==> src/rtl/sfmc_pkg.sv <==
// ----------------------------------------------------------------------------
// sfmc_pkg
// Shared types and constants of the split-flap module controller.
// ----------------------------------------------------------------------------
`default_nettype none

package sfmc_pkg;

	localparam int CARD_COUNT = 52;
	localparam int POS_W      = 6;
	localparam int FLIP_W     = $clog2(CARD_COUNT + 1);

	localparam logic [POS_W-1:0] LAST_POS       = POS_W'(CARD_COUNT - 1);
	localparam logic [POS_W:0]   CARD_COUNT_EXT = (POS_W + 1)'(CARD_COUNT);

	// frame bytes
	localparam logic [7:0] BYTE_START = 8'hFF;
	localparam logic [7:0] ADDR_BCAST = 8'hFF;
	localparam logic [7:0] CMD_REL    = 8'h2B;
	localparam logic [7:0] CMD_ABS    = 8'h63;
	localparam logic [7:0] CMD_HOME   = 8'h68;
	localparam logic [7:0] CMD_REPORT = 8'h67;
	localparam logic [7:0] CMD_DETECT = 8'h64;

	// item kinds
	localparam logic OP_BYTE   = 1'b0;
	localparam logic OP_SAMPLE = 1'b1;

	// register indexes
	localparam logic REG_ADDR = 1'b0;
	localparam logic REG_POL  = 1'b1;

	typedef enum logic [1:0] {
		PH_START,
		PH_ADDR,
		PH_CMD,
		PH_ARG
	} phase_t;

	typedef enum logic [1:0] {
		PEND_NONE,
		PEND_REL,
		PEND_ABS
	} pend_t;

	typedef enum logic [1:0] {
		MODE_IDLE,
		MODE_FLIP,
		MODE_HOME,
		MODE_DETECT
	} mode_t;

endpackage

`default_nettype wire

==> src/rtl/split_flap_module_controller.sv <==
// ----------------------------------------------------------------------------
// split_flap_module_controller
// Frame parser and motion control for one split-flap module.
// ----------------------------------------------------------------------------
// One item per clock cycle while out_stall is low: an item is captured in an
// input register and processed once the result register can take it; then
// the parser and motion state are updated and one result is written to the
// result register. The result register decouples the sides: a new item is
// taken while a result waits.
// Registers: module_address at byte address 0, card_polarity at 4.
`default_nettype none

module split_flap_module_controller (
	input  wire logic                        clk,
	input  wire logic                        arst_n,
	// configuration
	input  wire logic                        psel,
	input  wire logic                        penable,
	input  wire logic                        pwrite,
	input  wire logic [2:0]                  paddr,
	input  wire logic [31:0]                 pwdata,
	output logic      [31:0]                 prdata,
	output logic                             pready,
	// items in
	input  wire logic                        in_valid,
	output logic                             in_stall,
	input  wire logic                        op,
	input  wire logic [7:0]                  data_byte,
	input  wire logic                        card_pin,
	input  wire logic                        home_pin,
	// results out
	output logic                             out_valid,
	input  wire logic                        out_stall,
	output logic                             motor_on,
	output logic                             busy_res,
	output logic [sfmc_pkg::POS_W-1:0]       card_index,
	output logic                             reply_valid,
	output logic [7:0]                       reply_byte,
	output logic                             byte_dropped
);

	// configuration registers
	logic [4:0] module_address_q;
	logic       card_polarity_q;

	// input stage
	logic       valid_s1;
	logic       op_s1;
	logic [7:0] data_byte_s1;
	logic       card_pin_s1;
	logic       home_pin_s1;

	// result stage
	logic                         out_valid_s2;
	logic                         busy_s2;
	logic [sfmc_pkg::POS_W-1:0]   card_index_s2;
	logic                         reply_valid_s2;
	logic [7:0]                   reply_byte_s2;
	logic                         byte_dropped_s2;

	// controller state
	sfmc_pkg::phase_t             phase_q, phase_d;
	logic                         bcast_q, bcast_d;
	sfmc_pkg::pend_t              pend_q, pend_d;
	logic [sfmc_pkg::POS_W-1:0]   card_pos_q, card_pos_d;
	sfmc_pkg::mode_t              mode_q, mode_d;
	logic [7:0]                   cards_left_q, cards_left_d;
	logic                         seen_inactive_q, seen_inactive_d;
	logic                         home_left_q, home_left_d;
	logic                         home_found_q, home_found_d;
	logic [sfmc_pkg::FLIP_W-1:0]  flipped_q, flipped_d;
	logic                         first_sample_q, first_sample_d;

	logic       advance;
	logic       cfg_write;
	logic       card_act;
	logic       home_act;
	logic       reply_valid_d;
	logic [7:0] reply_byte_d;
	logic       byte_dropped_d;

	assign advance   = valid_s1 && (!out_valid_s2 || !out_stall);
	assign in_stall  = valid_s1 && !advance;
	assign pready    = 1'b1;
	assign cfg_write = psel && penable && pwrite && pready;

	assign card_act = card_polarity_q ? card_pin_s1 : !card_pin_s1;
	assign home_act = !home_pin_s1;

	always_comb begin
		unique case (paddr[2])
			sfmc_pkg::REG_ADDR: prdata = {27'd0, module_address_q};
			sfmc_pkg::REG_POL:  prdata = {31'd0, card_polarity_q};
			default:            prdata = 32'd0;
		endcase
	end

	always_ff @(posedge clk or negedge arst_n) begin
		if (!arst_n) begin
			module_address_q <= '0;
			card_polarity_q  <= 1'b0;
		end else if (cfg_write) begin
			unique case (paddr[2])
				sfmc_pkg::REG_ADDR: module_address_q <= pwdata[4:0];
				sfmc_pkg::REG_POL:  card_polarity_q  <= pwdata[0];
				default: ;
			endcase
		end
	end

	// next state
	always_comb begin
		logic                        counted;
		logic                        hl;
		logic [7:0]                  pos8;
		logic [7:0]                  flip_n;
		logic [sfmc_pkg::POS_W-1:0]  pos_next;

		phase_d         = phase_q;
		bcast_d         = bcast_q;
		pend_d          = pend_q;
		card_pos_d      = card_pos_q;
		mode_d          = mode_q;
		cards_left_d    = cards_left_q;
		seen_inactive_d = seen_inactive_q;
		home_left_d     = home_left_q;
		home_found_d    = home_found_q;
		flipped_d       = flipped_q;
		first_sample_d  = first_sample_q;

		counted  = 1'b0;
		hl       = home_left_q;
		pos8     = {2'b00, card_pos_q};
		flip_n   = 8'd0;
		pos_next = (card_pos_q == sfmc_pkg::LAST_POS) ? '0 : card_pos_q + 1'b1;

		if (op_s1 == sfmc_pkg::OP_SAMPLE) begin
			if (mode_q == sfmc_pkg::MODE_HOME) begin
				if (!home_left_q) begin
					if (!home_act)
						home_left_d = 1'b1;
				end else if (card_act && home_act) begin
					card_pos_d = '0;
					mode_d     = sfmc_pkg::MODE_IDLE;
				end
			end else if (mode_q != sfmc_pkg::MODE_IDLE) begin
				// first sample also records whether home was already left
				if (first_sample_q) begin
					first_sample_d = 1'b0;
					hl             = !home_act;
				end
				if (!card_act) begin
					seen_inactive_d = 1'b1;
				end else if (seen_inactive_q) begin
					seen_inactive_d = 1'b0;
					counted         = 1'b1;
				end
				if (counted && mode_q == sfmc_pkg::MODE_FLIP) begin
					if (!hl && !home_act)
						hl = 1'b1;
					card_pos_d   = pos_next;
					cards_left_d = cards_left_q - 8'd1;
					if (cards_left_q == 8'd1)
						mode_d = sfmc_pkg::MODE_IDLE;
				end else if (counted && mode_q == sfmc_pkg::MODE_DETECT) begin
					flipped_d = flipped_q + 1'b1;
					if (!hl && !home_act)
						hl = 1'b1;
					if (hl && !home_found_q && home_act) begin
						card_pos_d   = sfmc_pkg::POS_W'(sfmc_pkg::CARD_COUNT)
						             - sfmc_pkg::POS_W'(flipped_d);
						home_found_d = 1'b1;
					end
					if (flipped_d >= sfmc_pkg::FLIP_W'(sfmc_pkg::CARD_COUNT))
						mode_d = sfmc_pkg::MODE_IDLE;
				end
				home_left_d = hl;
			end
		end else if (mode_q == sfmc_pkg::MODE_IDLE) begin
			unique case (phase_q)
				sfmc_pkg::PH_START: begin
					if (data_byte_s1 == sfmc_pkg::BYTE_START)
						phase_d = sfmc_pkg::PH_ADDR;
				end
				sfmc_pkg::PH_ADDR: begin
					bcast_d = (data_byte_s1 == sfmc_pkg::ADDR_BCAST);
					phase_d = (bcast_d || data_byte_s1 == {3'b000, module_address_q})
					        ? sfmc_pkg::PH_CMD : sfmc_pkg::PH_START;
				end
				sfmc_pkg::PH_CMD: begin
					phase_d = sfmc_pkg::PH_START;
					unique case (data_byte_s1)
						sfmc_pkg::CMD_REL: begin
							pend_d  = sfmc_pkg::PEND_REL;
							phase_d = sfmc_pkg::PH_ARG;
						end
						sfmc_pkg::CMD_ABS: begin
							pend_d  = sfmc_pkg::PEND_ABS;
							phase_d = sfmc_pkg::PH_ARG;
						end
						sfmc_pkg::CMD_HOME: begin
							mode_d      = sfmc_pkg::MODE_HOME;
							home_left_d = 1'b0;
						end
						sfmc_pkg::CMD_DETECT: begin
							mode_d          = sfmc_pkg::MODE_DETECT;
							flipped_d       = '0;
							home_found_d    = 1'b0;
							seen_inactive_d = 1'b0;
							first_sample_d  = 1'b1;
						end
						default: ;
					endcase
				end
				sfmc_pkg::PH_ARG: begin
					phase_d = sfmc_pkg::PH_START;
					pend_d  = sfmc_pkg::PEND_NONE;
					if (pend_q == sfmc_pkg::PEND_REL)
						flip_n = data_byte_s1;
					else if (pend_q == sfmc_pkg::PEND_ABS && data_byte_s1 != pos8)
						// target below position wraps once around the drum
						flip_n = (data_byte_s1 >= pos8) ? data_byte_s1 - pos8
						       : data_byte_s1 + 8'(sfmc_pkg::CARD_COUNT) - pos8;
					if (flip_n != 8'd0) begin
						mode_d          = sfmc_pkg::MODE_FLIP;
						cards_left_d    = flip_n;
						seen_inactive_d = 1'b0;
						first_sample_d  = 1'b1;
					end
				end
				default: phase_d = sfmc_pkg::PH_START;
			endcase
		end
	end

	// result fields
	always_comb begin
		reply_valid_d  = (op_s1 == sfmc_pkg::OP_BYTE) && (mode_q == sfmc_pkg::MODE_IDLE)
		              && (phase_q == sfmc_pkg::PH_CMD) && (data_byte_s1 == sfmc_pkg::CMD_REPORT)
		              && !bcast_q;
		reply_byte_d   = reply_valid_d ? {2'b00, card_pos_q} : 8'd0;
		byte_dropped_d = (op_s1 == sfmc_pkg::OP_BYTE) && (mode_q != sfmc_pkg::MODE_IDLE);
	end

	always_ff @(posedge clk or negedge arst_n) begin
		if (!arst_n) begin
			valid_s1 <= 1'b0;
		end else if (in_valid && !in_stall) begin
			valid_s1 <= 1'b1;
		end else if (advance) begin
			valid_s1 <= 1'b0;
		end
	end

	always_ff @(posedge clk) begin
		if (in_valid && !in_stall) begin
			op_s1        <= op;
			data_byte_s1 <= data_byte;
			card_pin_s1  <= card_pin;
			home_pin_s1  <= home_pin;
		end
	end

	always_ff @(posedge clk or negedge arst_n) begin
		if (!arst_n) begin
			phase_q         <= sfmc_pkg::PH_START;
			bcast_q         <= 1'b0;
			pend_q          <= sfmc_pkg::PEND_NONE;
			card_pos_q      <= '0;
			mode_q          <= sfmc_pkg::MODE_IDLE;
			cards_left_q    <= '0;
			seen_inactive_q <= 1'b0;
			home_left_q     <= 1'b0;
			home_found_q    <= 1'b0;
			flipped_q       <= '0;
			first_sample_q  <= 1'b0;
		end else if (advance) begin
			phase_q         <= phase_d;
			bcast_q         <= bcast_d;
			pend_q          <= pend_d;
			card_pos_q      <= card_pos_d;
			mode_q          <= mode_d;
			cards_left_q    <= cards_left_d;
			seen_inactive_q <= seen_inactive_d;
			home_left_q     <= home_left_d;
			home_found_q    <= home_found_d;
			flipped_q       <= flipped_d;
			first_sample_q  <= first_sample_d;
		end
	end

	always_ff @(posedge clk or negedge arst_n) begin
		if (!arst_n) begin
			out_valid_s2 <= 1'b0;
		end else if (advance) begin
			out_valid_s2 <= 1'b1;
		end else if (!out_stall) begin
			out_valid_s2 <= 1'b0;
		end
	end

	always_ff @(posedge clk) begin
		if (advance) begin
			busy_s2         <= (mode_d != sfmc_pkg::MODE_IDLE);
			card_index_s2   <= card_pos_d;
			reply_valid_s2  <= reply_valid_d;
			reply_byte_s2   <= reply_byte_d;
			byte_dropped_s2 <= byte_dropped_d;
		end
	end

	assign out_valid    = out_valid_s2;
	assign motor_on     = busy_s2;
	assign busy_res     = busy_s2;
	assign card_index   = card_index_s2;
	assign reply_valid  = reply_valid_s2;
	assign reply_byte   = reply_byte_s2;
	assign byte_dropped = byte_dropped_s2;

	// checks

	a_pos_in_range: assert property (@(posedge clk) disable iff (!arst_n)
		{1'b0, card_pos_q} < sfmc_pkg::CARD_COUNT_EXT)
		else $error("card position beyond card count");

	a_flip_has_cards: assert property (@(posedge clk) disable iff (!arst_n)
		mode_q == sfmc_pkg::MODE_FLIP |-> cards_left_q != 8'd0)
		else $error("flip running with no cards left");

	a_reply_when_idle: assert property (@(posedge clk) disable iff (!arst_n)
		out_valid_s2 && reply_valid_s2 |-> !busy_s2 && !byte_dropped_s2)
		else $error("reply issued while busy or with a dropped byte");

	a_idle_sample_no_move: assert property (@(posedge clk) disable iff (!arst_n)
		advance && op_s1 == sfmc_pkg::OP_SAMPLE && mode_q == sfmc_pkg::MODE_IDLE
		|=> $stable(card_pos_q) && mode_q == sfmc_pkg::MODE_IDLE)
		else $error("sample while idle changed position or mode");

endmodule

`default_nettype wire

==> config.mk <==
export PLATFORM = sky130hd
export DESIGN_NAME = split_flap_module_controller
export DESIGN_NICKNAME = d
export VERILOG_FILES = /design/src/rtl/sfmc_pkg.sv /design/src/rtl/split_flap_module_controller.sv
export SDC_FILE = /design/constraint.sdc
export NUM_CORES = 1
export LEC_CHECK = 0
export ABC_CLOCK_PERIOD_IN_PS = 4300
export BUFFER_PORTS_ARGS = -buffer_cell sky130_fd_sc_hd__buf_2
export CELL_PAD_IN_SITES_DETAIL_PLACEMENT = 1
export CELL_PAD_IN_SITES_GLOBAL_PLACEMENT = 2
export CORE_ASPECT_RATIO = 0.5
export CORE_MARGIN = 1
export CORE_UTILIZATION = 33
export DETAILED_ROUTE_END_ITERATION = 8
export GPL_TIMING_DRIVEN = 0
export PLACE_DENSITY_LB_ADDON = 0.1
export SLEW_MARGIN = 20
export SYNTH_ARGS = -nofsm -noshare
export SYNTH_HDL_FRONTEND = slang
export SYNTH_SLANG_ARGS = --single-unit
==> constraint.sdc <==
create_clock -name clk -period 4.3 [get_ports clk]
set_input_delay 0.86 -clock clk [delete_from_list [all_inputs] [get_ports clk]]
set_output_delay 0.86 -clock clk [all_outputs]
set_load 0.05 [all_outputs]
Word level (Yosys, flattened, before mapping)
Cells that the tools add are included.
{"block": "totals", "regBits": 67, "inputBits": 53, "output_inout_bits": 53, "wordCells": 222}
{"block": "op_classes", "n_addsub": 7, "magnitude_cmp": 2, "n_eq_ne": 30, "mux": 103, "bitwise": 2, "reduce_logical": 53}
{"cell": "2-to-1 mux 8 bit", "count": 13}
{"cell": "2-to-1 mux 6 bit", "count": 17}
{"cell": "one-hot mux 32 bit (2 select lines)", "count": 1}
{"cell": "2-to-1 mux 1 bit", "count": 51}
{"cell": "equality test 8 x 7 -> 1 bit, second input constant", "count": 4}
{"cell": "2-to-1 mux 2 bit", "count": 14}
{"cell": "nonzero test 2 bit", "count": 10}
{"cell": "logical AND 1 bit", "count": 17}
{"cell": "one-hot mux 2 bit (2 select lines)", "count": 4}
{"cell": "subtractor 8 x 6 -> 8 bit", "count": 2}
{"cell": "AND reduction 7 bit", "count": 2}
{"cell": "adder 6 x 1 -> 6 bit, second input constant", "count": 2}
{"cell": "equality test 2 bit, second input constant", "count": 5}
{"cell": "!= test 2 x 1 -> 1 bit, second input constant", "count": 5}
{"cell": "AND reduction 5 bit", "count": 2}
{"cell": "zero test 1 bit", "count": 9}
{"cell": "AND reduction 9 bit", "count": 1}
{"cell": "adder 8 x 6 -> 8 bit, second input constant", "count": 1}
{"cell": "equality test 8 x 1 -> 1 bit, second input constant", "count": 1}
{"cell": "equality test 8 x 5 -> 1 bit", "count": 1}
{"cell": "equality test 8 x 6 -> 1 bit, second input constant", "count": 1}
{"cell": "equality test 8 bit, second input constant", "count": 1}
{"cell": "greater-or-equal comparator 8 x 6 -> 1 bit", "count": 1}
{"cell": "!= test 8 x 6 -> 1 bit", "count": 1}
{"cell": "20 further kinds", "count": 31}

Longest topological paths before layout
{"block": "depth", "depth_word": 20, "mapped_depth": 15}

Worst setup path before layout
Ideal clock, no wire load.
{"block": "synth_path", "path_type": "reg2reg", "start": "register data_byte_s1[2]", "end": "register busy_s2 (netlist: busy_res) (data pin)", "setup_time_ns": 0.259, "t_arrival_ns": 3.016, "required_time_ns": 4.041, "setup_slack_ns": 1.025, "path_stages_with_launch": 13, "period_less_slack_ns": 3.275, "cell_sequence": "edfxtp_1 clkbuf_1 inv_1 ha_1 inv_1 ha_1 o31ai_1 mux2_2 o211a_1 a211o_1 nor2_8 a31oi_2 a211o_1"}
{"block": "synth_between", "elab_chain_len": 14}
{"item": "from (decl)", "line_no": "split_flap_module_controller.sv:49", "text": "logic [7:0] data_byte_s1;"}
{"item": "from (signal assigned)", "line_no": "split_flap_module_controller.sv:258", "text": "data_byte_s1 <= data_byte;"}
{"item": "adder 8 x 6 -> 8 bit", "line_no": "split_flap_module_controller.sv:223", "text": ": data_byte_s1 + 8'(sfmc_pkg::CARD_COUNT) - pos8;"}
{"item": "subtractor 8 x 6 -> 8 bit", "line_no": "split_flap_module_controller.sv:223"}
{"item": "2-to-1 mux 8 bit", "line_no": "split_flap_module_controller.sv:222", "text": "flip_n = (data_byte_s1 >= pos8) ? data_byte_s1 - pos8"}
{"item": "2-to-1 mux 8 bit", "line_no": "split_flap_module_controller.sv:220", "text": "else if (pend_q == sfmc_pkg::PEND_ABS && data_byte_s1 != pos8)"}
{"item": "2-to-1 mux 8 bit", "line_no": "split_flap_module_controller.sv:218", "text": "if (pend_q == sfmc_pkg::PEND_REL)"}
{"item": "2-to-1 mux 8 bit", "line_no": "split_flap_module_controller.sv:180", "text": "unique case (phase_q)"}
{"item": "2-to-1 mux 8 bit", "line_no": "split_flap_module_controller.sv:179", "text": "end else if (mode_q == sfmc_pkg::MODE_IDLE) begin"}
{"item": "2-to-1 mux 8 bit", "line_no": "split_flap_module_controller.sv:137", "text": "if (op_s1 == sfmc_pkg::OP_SAMPLE) begin"}
{"item": "nonzero test 8 bit", "line_no": "split_flap_module_controller.sv:224", "text": "if (flip_n != 8'd0) begin"}
{"item": "2-to-1 mux 2 bit", "line_no": "split_flap_module_controller.sv:224"}
{"item": "one-hot mux 2 bit (2 select lines) (*)", "line_no": "split_flap_module_controller.sv:180"}
{"item": "2-to-1 mux 2 bit (*)", "line_no": "split_flap_module_controller.sv:179"}
{"item": "2-to-1 mux 2 bit (*)", "line_no": "split_flap_module_controller.sv:137"}
{"item": "nonzero test 2 bit (*)", "line_no": "split_flap_module_controller.sv:304", "text": "busy_s2 <= (mode_d != sfmc_pkg::MODE_IDLE);"}
{"item": "to (signal assigned)", "line_no": "split_flap_module_controller.sv:304"}
{"item": "to (decl)", "line_no": "split_flap_module_controller.sv:55", "text": "logic busy_s2;"}
Every way passes the cells marked *; elsewhere a longest branch is shown, timed or not. The select of a mux whose other input is x is not followed.
A chain may end at the register's enable or synchronous reset.

Worst setup path in the final report
Ends and elaborated chain as after synthesis.

==> flow_metrics.env <==
export IMPL_hold_viol_final=0
export IMPL_critPathBufInv=3
export IMPL_io_pins=106
export IMPL_routedWlPerCell_um=17.6
export IMPL_path_max_fanout=7
export IMPL_placementRows=30
export IMPL_dieWidth_um=174
export IMPL_netlist_area_leader_share=0.201
export IMPL_dieArea_um2=15200
export IMPL_critical_path_top_delay_family="compound AO/OA/AOI/OAI gates"
export IMPL_rrSetupSlack_ps=230
export IMPL_fin_skew_ps=6.23
export IMPL_max_freq_ghz=0.246
export IMPL_synthFlopType="dfrtp_1"
export IMPL_drc=0
export IMPL_dpl_hpwl_mm=10.8
export IMPL_ir_drop_v=0.000156
export IMPL_ctsResizeCount=0
export IMPL_final_cells=816
export IMPL_min_period_over_period=0.947
export IMPL_synth_async_reset_ratio=0.600
export IMPL_antenna_cells=0
export IMPL_numClockSinks=65
export IMPL_grt_pass1_wl_mm=23.3
export IMPL_ant_nets=0
export IMPL_post_route_min_period_ps=4070
export IMPL_cpMaxStageDelayCell="a221oi_1"
export IMPL_layout_drive_gt1_share=0.205
export IMPL_crit_arrival_ps=4150
export IMPL_nFillCells=1689
export IMPL_postCtsSetupBuffers=0
export IMPL_syn_to_final_growth_pct=18.0
export IMPL_avgSynthCellArea_um2=9.12
export IMPL_clk_latency_ps=330
export IMPL_cap_viol_max_count=0
export IMPL_synth_edf_count=26
export IMPL_setup_viol=0
export IMPL_dr_pass1_iters=4
export IMPL_synth_area_um2=4860
export IMPL_drv_slew=0
export IMPL_ctsHoldBuffers=0
export IMPL_crit_start="data_byte_s1[2]"
export IMPL_die_h_um=87.8
export IMPL_gp_congestion=0.821
export IMPL_cts_buffers=9
export IMPL_portBuffers=46
export IMPL_yosys_area_top_type="dfrtp_1"
export IMPL_clk_pin_slew_ps=60
export IMPL_final_common_cell="buf_2"
export IMPL_grt_overflow=0
export IMPL_dp_cells=799
export IMPL_grt_start_max_net_pins=40
export IMPL_crit_chain="clkbuf_1 -> inv_1 -> ha_1 -> fa_1 -> nor2b_1 -> o311ai_1 -> and4b_1 -> a221oi_1 -> and4_1 -> buf_2 -> a31oi_2 -> a211o_1"
export IMPL_critPathKind="flop to flop"
export IMPL_regArea_um2=1760
export IMPL_ys_types=79
export IMPL_floorplan_initialDensity=0.348
export IMPL_cp_depth=12
export IMPL_layout_common_cells="buf_2 (50), nand2_1 (46), dfrtp_1 (39), inv_1 (38), buf_4 (31)"
export IMPL_totalWireLength_mm=14.4
export IMPL_rr_startpoint="data_byte_s1[2]"
export IMPL_multiInputGateArea_um2=2760
export IMPL_synth_area_leaders="dfrtp_1 (20%), edfxtp_1 (16%), ha_1 (5.9%), buf_4 (4.8%), nand2_1 (3.6%)"
export IMPL_status="complete, no violations"
export IMPL_slowest_delay_ps=450
export IMPL_cts_htree_levels=3
export IMPL_tns_ps=0
export IMPL_grt_setup_unrepaired="false"
export IMPL_crit_path_end="busy_res"
export IMPL_core_um2=14000
export IMPL_nets=699
export IMPL_max_slew_worst_pin_slew_ps=952
export IMPL_slew_headroom=0.357
export IMPL_cts_root_buffer="clkbuf_16"
export IMPL_drt_first_iter_violations=150
export IMPL_reg2reg_to="busy_res"
export IMPL_endpoint_kind="flop"
export IMPL_worst_r2r_path_depth=12
export IMPL_ys_seq_elements=65
export IMPL_hold_path_class="primary input to async pin"
export IMPL_antenna_found_initial=0
export IMPL_ys_seq_area_frac=0.361
export IMPL_routed_via_count=4266
export IMPL_p_per_area_nw_per_um2=354
export IMPL_clk_path_buf_depth=2
export IMPL_vias_per_cell=5.23
export IMPL_start_kind="flop"
export IMPL_track_usage=0.198
export IMPL_cts_tree="built"
export IMPL_cp_required_ps=4380
export IMPL_power_leakage_nw=2.46
export IMPL_grt_pass1_vias=4337
export IMPL_synthCells=533
export IMPL_ys_warn_count=0
per-stage QoR:
stage	hold WS (ps)	area, µm²	util	setup slack (ps)	power [mW]
final	439	5730	0.411	227	2.03
after global routing	446	5730	0.411	49.4	2.14
after CTS	479	5710	0.409	219	2.06
after detailed placement	467	5440	0.389	246	1.36
after global placement	450	5440	0.389	223	1.35
after floorplan	443	4960	-	1030	1.21
worst register-to-register path: cells and delay by family, from the launching register on:
kind	cells	cell delay (ps)
buffers and inverters	3	730
adder cells (fa/ha/maj)	2	830
AND/OR/NAND/NOR	3	720
AO/OA/AOI/OAI	4	1130
flip-flops	1	420
state kept, by name, indices dropped and copies added, names as in the netlist, 2 cells and up:
| signal | flops |
|---|---|
| card_index | 6 |
| card_pos_q | 6 |
| cards_left_q | 8 |
| data_byte_s1 | 8 |
| flipped_q | 6 |
| mode_q | 2 |
| module_address_q | 5 |
| pend_q | 2 |
| phase_q | 2 |
| reply_byte | 6 |
how the worst min path moves through the flow:
stage | from | slack, ps | to | cells after the start
6_report | arst_n | 440 | flipped_q[2] | 1
3_3_place_gp | valid_s1 | 450 | out_valid | 1
5_1_grt | arst_n | 450 | flipped_q[2] | 1
3_5_place_dp | valid_s1 | 470 | out_valid | 1
4_1_cts | valid_s1 | 480 | out_valid | 1
2_1_floorplan | valid_s1 | 440 | out_valid | 1
synthesized netlist by cell type (all sizes together) (3+ instances only):
library cell	instances
inv	39
nand4	6
o21a	6
nand2	46
ha	23
xor2	8
mux2i	8
nor4	6
o31ai	4
buf	36
xnor2	7
a211o	5
o221ai	5
fa	4
dfrtp	39
nor3	19
edfxtp	26
o211ai	3
nor2	26
mux2	14
and3	8
a21o	7
o22ai	7
and2	10
nor2b	13
clkbuf	13
o21ai	33
a22o	3
or3	8
nand3	14
a31oi	8
nand2b	5
a221oi	5
a21oi	28
layout make-up:
class	count	share of cell area
well taps	192	0.0419
multi-input cells	408	0.482
inverters	39	0.0255
clock inverters	7	0.00807
plain buffers	49	0.0537
clock buffers	9	0.0393
flip-flops and latches	65	0.306
repair buffers	47	0.0436
power by group:
group / total (mW) / switching (mW) / leakage, nW / internal, mW
Sequential: 0.752 / 0.0493 / 0.737 / 0.703
Clock: 0.675 / 0.286 / 0.128 / 0.388
Combinational: 0.602 / 0.400 / 1.60 / 0.202
Total: 2.03 / 0.736 / 2.46 / 1.29
routing by layer:
layer	track usage	vias to the layer above	wire (µm)	part of all wire
li1	-	2055	-	-
met2	0.315	117	6100	0.42
met3	0.0404	4	666	0.046
met1	0.279	2090	7570	0.53
met4	0.0383	0	40	0.0028
met5	0	-	0	0
logic make-up (layout without fill, tap and decap cells):
kind of cell,after synthesis,count (layout),synth area share
other,2,30,0.00155
DFF,65,65,0.361
and+or+nand+nor,174,174,0.190
adders and majority gates,27,27,0.0757
AOI/OAI and AO/OA,140,140,0.201
muxes,22,22,0.0497
buffers and inverters,88,151,0.0932
xor gates and xnor gates,15,15,0.0270
Note: power is estimated with default switching activity, not from simulation.
